===== src/sil_pkg.sv =====
package sil_pkg;

    // Result field widths
    localparam int EFF_OUT_W  = 27;
    localparam int DEV_OUT_W  = 25;
    localparam int J2_OUT_W   = 51;
    localparam int ROOT_OUT_W = 26;
    localparam int LODE_W     = 26;

    // Q1.30 scaling
    localparam int          Q30_FRAC      = 30;
    localparam logic [30:0] Q30_SQRT2     = 31'd1518500250;
    localparam logic [30:0] Q30_INV_SQRT3 = 31'd619925131;

    // Fields known before the square root
    typedef struct packed {
        logic signed [EFF_OUT_W-1:0] eff;
        logic signed [DEV_OUT_W-1:0] dev_xx;
        logic signed [DEV_OUT_W-1:0] dev_yy;
        logic signed [DEV_OUT_W-1:0] dev_zz;
        logic        [J2_OUT_W-1:0]  j2;
        logic signed [LODE_W-1:0]    axial;
    } t_payload;

    typedef struct packed {
        t_payload                pay;
        logic [ROOT_OUT_W-1:0]   root;
        logic [LODE_W-1:0]       radius;
    } t_result;

    localparam int OUT_RAW_W  = EFF_OUT_W + 3 * DEV_OUT_W + J2_OUT_W + ROOT_OUT_W + 2 * LODE_W;
    localparam int OUT_DATA_W = ((OUT_RAW_W + 7) / 8) * 8;

endpackage


===== src/sil_radius.sv =====
module sil_radius import sil_pkg::*; (
    input  logic                  i_clk,
    input  logic                  i_rst_n,
    input  logic                  i_en,
    input  logic                  i_vld,
    input  t_payload              i_pay,
    input  logic [ROOT_OUT_W-1:0] i_root,
    output logic                  o_vld,
    output t_result               o_res
);

    localparam int PR_W = ROOT_OUT_W + 32;
    localparam logic [PR_W-1:0] RND_HALF = PR_W'(64'd1 << (Q30_FRAC - 1));

    logic [1:0]            r_vld;
    logic [PR_W-1:0]       r_prod;
    logic [PR_W-1:0]       w_rnd;
    logic [ROOT_OUT_W-1:0] r_root;
    t_payload              r_pay;
    t_result               r_res;

    assign w_rnd = r_prod + RND_HALF;

    always_ff @(posedge i_clk) begin
        if (!i_rst_n) begin
            r_vld <= '0;
        end else if (i_en) begin
            r_vld <= {r_vld[0], i_vld};
        end
    end

    always_ff @(posedge i_clk) begin
        if (i_en) begin
            r_prod <= PR_W'(i_root) * PR_W'(Q30_SQRT2);
            r_root <= i_root;
            r_pay  <= i_pay;

            r_res.pay    <= r_pay;
            r_res.root   <= r_root;
            r_res.radius <= LODE_W'(w_rnd >> Q30_FRAC);
        end
    end

    assign o_vld = r_vld[1];
    assign o_res = r_res;

endmodule


===== config.mk =====
export PLATFORM = sky130hd
export DESIGN_NAME = sil_radius
export DESIGN_NICKNAME = d
export VERILOG_FILES = /design/src/sil_pkg.sv /design/src/sil_radius.sv
export SDC_FILE = /design/constraint.sdc
export NUM_CORES = 1
export LEC_CHECK = 0
export ABC_AREA = 1
export BUFFER_PORTS_ARGS = -buffer_cell sky130_fd_sc_hd__clkbuf_2
export CORE_ASPECT_RATIO = 0.6
export CORE_MARGIN = 1
export CORE_UTILIZATION = 50
export CTS_BUF_LIST = sky130_fd_sc_hd__clkbuf_4 sky130_fd_sc_hd__clkbuf_8
export CTS_CLUSTER_SIZE = 24
export DETAILED_ROUTE_END_ITERATION = 8
export GPL_TIMING_DRIVEN = 0
export PLACE_DENSITY = 0.7
export SETUP_SLACK_MARGIN = 0.02
export SYNTH_ARGS = -nofsm -noshare
export SYNTH_HDL_FRONTEND = slang
export SYNTH_SLANG_ARGS = --single-unit

===== constraint.sdc =====
create_clock -name i_clk -period 5.35 [get_ports i_clk]
set_input_delay 0.535 -clock i_clk [delete_from_list [all_inputs] [get_ports i_clk]]
set_output_delay 0.535 -clock i_clk [all_outputs]
set_load 0.05 [all_outputs]

==> summary.txt <==
Status
  • Status: finished with violations
  • Failing checks: setup timing

Timing
  • Fin. max-slew vios: 0
  • Endpoints failing setup: 10
  • Fin crit share: 1.01
  • RSZ-0062 raised after global routing: true
  • Fin crit period: about 5400 ps
  • Setup Total Neg Slack: -253 ps
  • Worst Tran Pin Value: 1170 ps
  • Final setup margin: -50.2 ps
  • Slew headroom: 0.214
  • Final Hold Vio Count: 0
  • Post-Route Skew: 28.1 ps
  • Fmax: 185 MHz

Synthesis
  • Synth cell types: 32
  • Ranking of synthesized cells by area: edfxtp_1, fa_1, ha_1
  • Post-synth top area cell: edfxtp_1
  • Mapped Cells: between 2000 and 2500
  • Seq/Total Area, Yosys: 0.490
  • Synth warn: 0
  • Avg Inst Size Synth: 12.3 um2
  • Synthesized area: 28400 um2
  • #FFs+latches synth: 465
  • Syn_nets: 3083
  • Top cell type's share of synthesized area: 0.489

Route
  • Number of remaining DRC errors: 0
  • Vias per cell: between 5 and 6
  • Detailed Routing Iterations Pass 1: 6
  • Routed WL: approximately 79 mm
  • Routed len/inst: roughly 21 um
  • Antenna violation net count after detailed routing: 0
  • Via count: 19000
  • Iter 0 DRT Violations: around 1600

Finish
  • Post-route insts no fill: 3719
  • Layout cells sized above 1: 0.321
  • Nets: 3681
  • Post-layout util: 0.634
  • Synth-to-layout area growth: 24.9%

Clock network
  • Clock sink total: 465
  • Clk_lat worst skew: between 600 and 700 ps
  • CTS tree: yes
  • Clk slew on worst S/H paths: 60 ps
  • CTS Buf Count: 67
  • Max clock buf depth: 3
  • Htree depth: 3
  • Clock root cell: clkbuf_8

Place
  • DPL Wire Length: 64.1 mm
  • Cell count after placement: 3510
  • Placer congestion estimate: just over 1
  • Port bufs: 440

Floorplanning
  • Core Region: 56000 um2
  • Die width: 310 um
  • Num rows: 67
  • Initial Util: 0.508
  • IO Pins: 441
  • Die Area: 57900 um2
  • Die H: approximately 190 um

Setup path
  • Setup CP Type: in2reg
  • Worst Path Required: between 5000 and 6000 ps
  • Worst reg2reg endpoint: o_res[25]
  • CP Launch Type: input port
  • Flop-to-flop setup slack: 3200 ps
  • Crit path DAT: slightly below 6000 ps
  • Reg2Reg Launch Point: r_prod[29]
  • Crit. End Element: flip-flop
  • CP max FO: 11
  • Worst Reg-to-Reg Cells: 9

Worst hold path
  • Type of the tightest min-delay check: in2reg
  • Min-Delay Endpoint: r_root[7]
  • Worst Hold Launch: i_root[7]
  • Hold path depth: 1

Global routing
  • Largest net degree at the start of global routing: 132
  • Antenna violations before repair: 4
  • Grt ovf: 0
  • Vias in the first global route: between 15000 and 20000
  • GRT Total Usage: 0.278
  • First-pass GRT wire length: 117 mm

Job
  • Maxcap violations: 0
[synth_stat cells]
master    number
nor2_4         5
nand3_2        3
or2_2          8
nand2_2        2
o21a_1         4
nor3_2         1
nand3_1       49
and3_1         1
nor2_2         4
and2_1         1
nor3_4         1
and2_0         1
ha_1         314
a21o_1         8
nand2_1      299
o211ai_1       1
edfxtp_1     463
o21ai_0       36
xor2_1        24
nor3_1        10
nor4_1         4
a21boi_0       2
nor2_1       114
xnor2_1       16
nand2_4        3
fa_1         253
xnor2_2        1
o21bai_1      13
inv_1        577
nand4_1       24
dfxtp_1        2
a21oi_1       63
[how the worst max path moves through the flow]
stage | startpoint | end | slack (ps) | cells after the start
2_1_floorplan | i_root[7] | r_prod[48] | -120 | 22
3_3_place_gp | i_en | r_vld[0] | -3790 | 4
6_report | i_root[15] | r_prod[45] | -50 | 22
5_1_grt | i_root[15] | r_prod[45] | -180 | 22
3_5_place_dp | i_root[9] | r_prod[40] | -1260 | 22
4_1_cts | i_root[22] | r_prod[44] | 6 | 19
[kinds of logic after synthesis]
family	after synthesis	synth area share
flops	465	0.490
simple gates	530	0.0799
compound gates	127	0.0248
fa+ha+maj	567	0.316
xor+xnor	41	0.0129
buf+inv	577	0.0761
[critical path, stage by stage]
cell	delay [ps]
clkbuf_8	180
inv_1	120
ha_4	320
fa_2	480
fa_1	520
inv_1	50
fa_1	560
fa_1	460
fa_1	570
inv_1	80
fa_1	500
inv_1	90
ha_4	300
nand2_2	100
inv_1	140
nand2_2	130
nor2_4	140
inv_2	80
nor3_2	170
nand3_1	140
nand4_1	90
nand2_1	50
[cell usage in the layout, fill, tap and decap left out, drive strengths merged]
master,count
o21ai,36
dlygate4sd3,39
edfxtp,463
and2,2
fa,253
clkinv,26
o211ai,1
nor3,12
ha,314
nor2,123
a21oi,63
nand4,24
clkbuf,517
xnor2,17
buf,59
or2,8
clkinvlp,4
nand2,304
nor4,4
a21boi,2
dfxtp,2
o21a,4
inv,581
diode,4
nand3,52
o21bai,13
xor2,24
and3,1
a21o,8
[registers in the layout (all words and copies together) (netlist names)]
register,count
o_res,231
r_pay,179
r_prod,27
r_root,26
r_vld,2
[area by class of cell]
type	instances	area, um2
Inverter	577	2180
Multi-Input combinational cell	1265	13900
Antenna cell	4	10.0
Sequential cell	465	13900
Tap cell	759	950
Fill cell	4414	20500
Clock buffer	86	1060
Clock inverter	34	206
Timing Repair Buffer	529	3280
[through the flow]
stage	setup WS [ps]	instance area, um2	hold WS [ps]
3_3_place_gp	-3790	31900	400
4_1_cts	5.97	34300	0.291
2_1_floorplan	-119	28800	400
5_1_grt	-178	35500	7.27
3_5_place_dp	-1260	32000	405
6_report	-50.2	35500	46.1
[layer usage]
metal | routed length, um | global-route usage | vias to the layer above
li1 | - | - | 8658
met1 | 36300 | 0.434 | 9522
met2 | 33200 | 0.387 | 760
met3 | 8750 | 0.0804 | 84
met4 | 1170 | 0.0487 | 0
met5 | 0 | 0 | -
[what timing repair did]
action	4_1_cts	5_1_grt
pin swaps	42	126
cloned	0	0
hold buffers	39	0
setup endpoints to repair	27	27
resized for setup	130	283
endpoints found under the hold margin	39	0
buffers inserted	15	31
Power is left out: the tool's default activity adds up to more than one toggle a clock period on the data nets, which glitch-free logic cannot reach.
