<file path="src/sil_pkg.sv">
package sil_pkg;

    // Result field widths
    localparam int EFF_OUT_W  = 27;
    localparam int DEV_OUT_W  = 25;
    localparam int J2_OUT_W   = 51;
    localparam int ROOT_OUT_W = 26;
    localparam int LODE_W     = 26;

    // Q1.30 scaling
    localparam int          Q30_FRAC      = 30;
    localparam logic [30:0] Q30_SQRT2     = 31'd1518500250;
    localparam logic [30:0] Q30_INV_SQRT3 = 31'd619925131;

    // Fields known before the square root
    typedef struct packed {
        logic signed [EFF_OUT_W-1:0] eff;
        logic signed [DEV_OUT_W-1:0] dev_xx;
        logic signed [DEV_OUT_W-1:0] dev_yy;
        logic signed [DEV_OUT_W-1:0] dev_zz;
        logic        [J2_OUT_W-1:0]  j2;
        logic signed [LODE_W-1:0]    axial;
    } t_payload;

    typedef struct packed {
        t_payload                pay;
        logic [ROOT_OUT_W-1:0]   root;
        logic [LODE_W-1:0]       radius;
    } t_result;

    localparam int OUT_RAW_W  = EFF_OUT_W + 3 * DEV_OUT_W + J2_OUT_W + ROOT_OUT_W + 2 * LODE_W;
    localparam int OUT_DATA_W = ((OUT_RAW_W + 7) / 8) * 8;

endpackage

</file>
<file path="src/sil_isqrt.sv">
module sil_isqrt import sil_pkg::*; (
    input  logic                  i_clk,
    input  logic                  i_rst_n,
    input  logic                  i_en,
    input  logic                  i_vld,
    input  t_payload              i_pay,
    output logic                  o_vld,
    output t_payload              o_pay,
    output logic [ROOT_OUT_W-1:0] o_root
);

    localparam int RT_W  = ROOT_OUT_W;
    localparam int N_W   = 2 * RT_W;
    localparam int REM_W = RT_W + 3;

    // one root bit per stage, radicand shifted up two bits per stage
    logic [REM_W-1:0] w_rem  [RT_W];
    logic [N_W-1:0]   w_rad  [RT_W];
    logic [RT_W-1:0]  w_root [RT_W+1];
    t_payload         w_pay  [RT_W+1];
    logic [RT_W:0]    w_vld;

    assign w_rem[0]  = '0;
    assign w_rad[0]  = N_W'(i_pay.j2);
    assign w_root[0] = '0;
    assign w_pay[0]  = i_pay;
    assign w_vld[0]  = i_vld;

    for (genvar g = 0; g < RT_W; g++) begin : g_stage
        logic [REM_W-1:0] w_sh;
        logic [REM_W-1:0] w_trial;
        logic             w_ge;
        logic             r_vld;
        logic [RT_W-1:0]  r_root;
        t_payload         r_pay;

        assign w_sh    = {w_rem[g][REM_W-3:0], w_rad[g][N_W-1 -: 2]};
        assign w_trial = REM_W'({w_root[g], 2'b01});
        assign w_ge    = (w_sh >= w_trial);

        always_ff @(posedge i_clk) begin
            if (!i_rst_n) begin
                r_vld <= 1'b0;
            end else if (i_en) begin
                r_vld <= w_vld[g];
            end
        end

        always_ff @(posedge i_clk) begin
            if (i_en) begin
                r_root <= {w_root[g][RT_W-2:0], w_ge};
                r_pay  <= w_pay[g];
            end
        end

        assign w_vld[g+1]  = r_vld;
        assign w_root[g+1] = r_root;
        assign w_pay[g+1]  = r_pay;

        if (g < RT_W - 1) begin : g_carry
            logic [REM_W-1:0] r_rem;
            logic [N_W-1:0]   r_rad;

            always_ff @(posedge i_clk) begin
                if (i_en) begin
                    r_rem <= w_ge ? (w_sh - w_trial) : w_sh;
                    r_rad <= w_rad[g] << 2;
                end
            end

            assign w_rem[g+1] = r_rem;
            assign w_rad[g+1] = r_rad;
        end
    end

    assign o_vld  = w_vld[RT_W];
    assign o_pay  = w_pay[RT_W];
    assign o_root = w_root[RT_W];

endmodule

</file>
<file path="config.mk">
export PLATFORM = sky130hd
export DESIGN_NAME = sil_isqrt
export DESIGN_NICKNAME = d
export VERILOG_FILES = /design/src/sil_pkg.sv /design/src/sil_isqrt.sv
export SDC_FILE = /design/constraint.sdc
export NUM_CORES = 2
export LEC_CHECK = 0
export BUFFER_PORTS_ARGS = -buffer_cell sky130_fd_sc_hd__buf_2
export CORE_MARGIN = 2
export CORE_UTILIZATION = 41
export CTS_BUF_LIST = sky130_fd_sc_hd__clkbuf_8
export DETAILED_ROUTE_END_ITERATION = 10
export REMOVE_ABC_BUFFERS = 1
export SLEW_MARGIN = 20
export SYNTH_ARGS = -nofsm -noshare
export SYNTH_HDL_FRONTEND = slang
export SYNTH_SLANG_ARGS = --single-unit
</file>
<file path="constraint.sdc">
create_clock -name i_clk -period 10.19 [get_ports i_clk]
set_clock_uncertainty 0.2 [all_clocks]
set_input_delay 2.038 -clock i_clk [delete_from_list [all_inputs] [get_ports i_clk]]
set_output_delay 2.038 -clock i_clk [all_outputs]
set_load 0.02 [all_outputs]
</file>
==> flow_metrics.env <==
export IMPL_crit_path_start_kind="flop"
export IMPL_crit_reg2reg_launch="g_stage[21].r_root[0]$_DFFE_PP_"
export IMPL_hpwl_um=186000
export IMPL_grt_pass1_wl_um=473000
export IMPL_crit_arrival_ns=5.00
export IMPL_worstRegToRegCells=12
export IMPL_synth_cells=9900
export IMPL_fin_crit_sh=0.420
export IMPL_cp_required_ns=10.91
export IMPL_cp_top_family="compound AO/OA/AOI/OAI gates"
export IMPL_synth_edff_count=5612
export IMPL_rsz0062_at_grt="false"
export IMPL_setup_viol=0
export IMPL_slowest_delay_ns=0.66
export IMPL_numCtsBuffers=878
export IMPL_synth_top_area_share=0.857
export IMPL_fin_area_mm2=0.223
export IMPL_min_delay_worst_endpoint="g_stage[12].r_pay[120]$_DFFE_PP_"
export IMPL_antenna_found_initial=19
export IMPL_synth_seq_cells=5638
export IMPL_final_common_cell="edfxtp_1"
export IMPL_power_density_mw_per_mm2=223
export IMPL_io_pins=389
export IMPL_fin_crit_ns=4.28
export IMPL_tritoncts="yes"
export IMPL_nets=11700
export IMPL_yosysWarnings=0
export IMPL_cp_end_kind="flop"
export IMPL_finalHoldViolCount=0
export IMPL_die_w_um=696
export IMPL_hp_class="reg2reg"
export IMPL_path_max_fanout=24
export IMPL_p_leak_nw=79.5
export IMPL_min_path_cells=0
export IMPL_fp_dieArea_mm2=0.485
export IMPL_synth_area_leaders="edfxtp_1 (86%), ha_1 (2.4%), xnor2_1 (1.2%), xor2_1 (1.1%), inv_1 (0.87%)"
export IMPL_synth_area_per_cell_um2=19.9
export IMPL_report_final_slew_viol_count=0
export IMPL_cts_resized=0
export IMPL_peakVddDrop_mv=0.130
export IMPL_drc=0
export IMPL_routedWlPerCell_um=16.7
export IMPL_clkLatencyLatePin_ns=1.22
export IMPL_worstPathCellList="inv_1 > ha_1 > o21ai_0 > a211oi_1 > a32oi_1 > a21oi_1 > nor4_1 > nor3b_2 > buf_4 > nor2_1 > inv_2 > mux2_2"
export IMPL_ant_nets=0
export IMPL_syn_area_mm2=0.197
export IMPL_port_buffers=388
export IMPL_vias=85600
export IMPL_synth_seq_area_share=0.860
export IMPL_yosysTopAreaCell="edfxtp_1"
export IMPL_rows=254
export IMPL_fmax_mhz=234
export IMPL_worst_path_buf_inv=3
export IMPL_ys_types=102
export IMPL_grt_pass1_vias=87400
export IMPL_slowest_stage="a211oi_1"
export IMPL_die_h_um=696
export IMPL_r2r_end="g_stage[22].g_carry.r_rem[20]$_DFFE_PP_"
export IMPL_routabilityCongestion=0.860
export IMPL_viasPerCell=4.70
export IMPL_cts_sinks=5638
export IMPL_drt_first_iter_violations=6208
export IMPL_drt_total_wl_um=304000
export IMPL_placed_cell_area_mm2=0.207
export IMPL_ys_async_sr_fraction=0
export IMPL_hold_slack_ns=0.171
export IMPL_drt_first_pass_iters=6
export IMPL_worst_pin_slew_ns=1.18
export IMPL_cts_setup_buffers=0
export IMPL_hold_buffers=0
export IMPL_coreArea_mm2=0.478
export IMPL_htreeDepth=6
export IMPL_outcome="finished clean"
export IMPL_synth_ff_type="edfxtp_1"
export IMPL_hold_path_startpoint="g_stage[11].r_pay[120]$_DFFE_PP_"
export IMPL_area_growth_pct=13.7
export IMPL_track_usage=0.121
export IMPL_r2r_slack_ns=5.91
export IMPL_clk_pin_slew_ns=0.06
export IMPL_cap_violations=0
export IMPL_final_cell_mix="edfxtp_1 (5612), clkbuf_8 (882), inv_1 (706)"
export IMPL_tns_ns=0
export IMPL_worstSetupPathType="reg2reg"
export IMPL_relSlewSlack=0.213
export IMPL_cts_root_buf="clkbuf_8"
export IMPL_grt_overflow=0
export IMPL_drive_gt1_frac=0.142
export IMPL_initial_core_util=0.411
export IMPL_cts_buffer_depth=4
export IMPL_grt_start_max_net_pins=206
[cell type report]
cell class / count / area [um^2]
fillers: 40000 / 255000
flip-flops and latches: 5638 / 169000
multi-input cells: 3683 / 25300
clock buffers: 882 / 12100
well taps: 6400 / 8010
clock inverters: 696 / 4390
repair buffers: 466 / 2830
inverters: 464 / 1740
diodes: 1 / 2.50
[stage by stage]
step	power [mW]	setup slack [ns]	util	std cells
2_1_floorplan	31.0	5.50	-	9785
3_3_place_gp	32.5	5.20	0.433	16700
3_5_place_dp	32.7	5.08	0.433	16700
4_1_cts	50.7	5.64	0.467	18200
5_1_grt	52.2	5.55	0.468	18200
6_report	49.8	5.91	0.468	18200
[per-layer routing]
layer	part of all wire	up-vias	GRT usage
met5	0.000089	-	0
met4	0.036	4	0.0522
met3	0.047	762	0.0249
met2	0.50	1917	0.206
met1	0.42	41900	0.151
li1	-	41100	-
[cells in the mapped netlist (all sizes together), types with 14 or more instances]
cell type,number
ha,377
nand4,79
o211ai,28
o21bai,31
a21boi,18
a21oi,301
a211oi,35
a31oi,42
a311oi,14
buf,36
nor4,81
and3,34
a21o,130
mux2,42
nand3b,15
nor2,312
nand3,104
xor2,242
clkbuf,79
o21a,79
nand4b,17
or2,35
nor3,163
edfxtp,5612
mux2i,35
inv,463
nand2b,83
dfxtp,26
or3,57
nor2b,89
xnor2,263
nand2,396
o31ai,34
o21ai,339
or4,29
[power by group]
group	switching (mW)	internal [mW]	total (mW)
clock	8.56	9.02	17.6
sequential	0.752	27.6	28.4
combinational	2.36	1.45	3.82
[registers in the layout (all words and copies together) (netlist names)]
signal and cells:
g_stage.r_vld 25, g_stage.r_root 300, g_stage.g_carry.r_rem 633, g_stage.r_pay 4475, o_root 26, o_vld 1
o_pay 178
[worst max path at each step]
stage	startpoint	to	cells past startpoint
after global routing	g_stage[21].g_carry.r_rem[0]$_DFFE_PP_	g_stage[22].g_carry.r_rem[4]$_DFFE_PP_	11
after global placement	i_en	g_stage[16].r_pay[166]$_DFFE_PP_	3
after detailed placement	i_en	g_stage[13].r_pay[149]$_DFFE_PP_	3
final	g_stage[21].r_root[0]$_DFFE_PP_	g_stage[22].g_carry.r_rem[20]$_DFFE_PP_	12
after floorplan	g_stage[23].g_carry.r_rem[1]$_DFFE_PP_	g_stage[24].g_carry.r_rem[8]$_DFFE_PP_	8
after CTS	o_pay[57]$_DFFE_PP_	o_pay[57]	1
[kinds of logic after synthesis]
kind of cell | count (synthesis) | synth area share
fa+ha+maj | 377 | 0.0240
mux | 77 | 0.00419
buf+inv | 579 | 0.0114
xor+xnor | 505 | 0.0225
compound gates | 1174 | 0.0378
other cells | 1 | 0.0000191
simple gates | 1549 | 0.0400
flops | 5638 | 0.860
(Power assumes the default switching activity.)
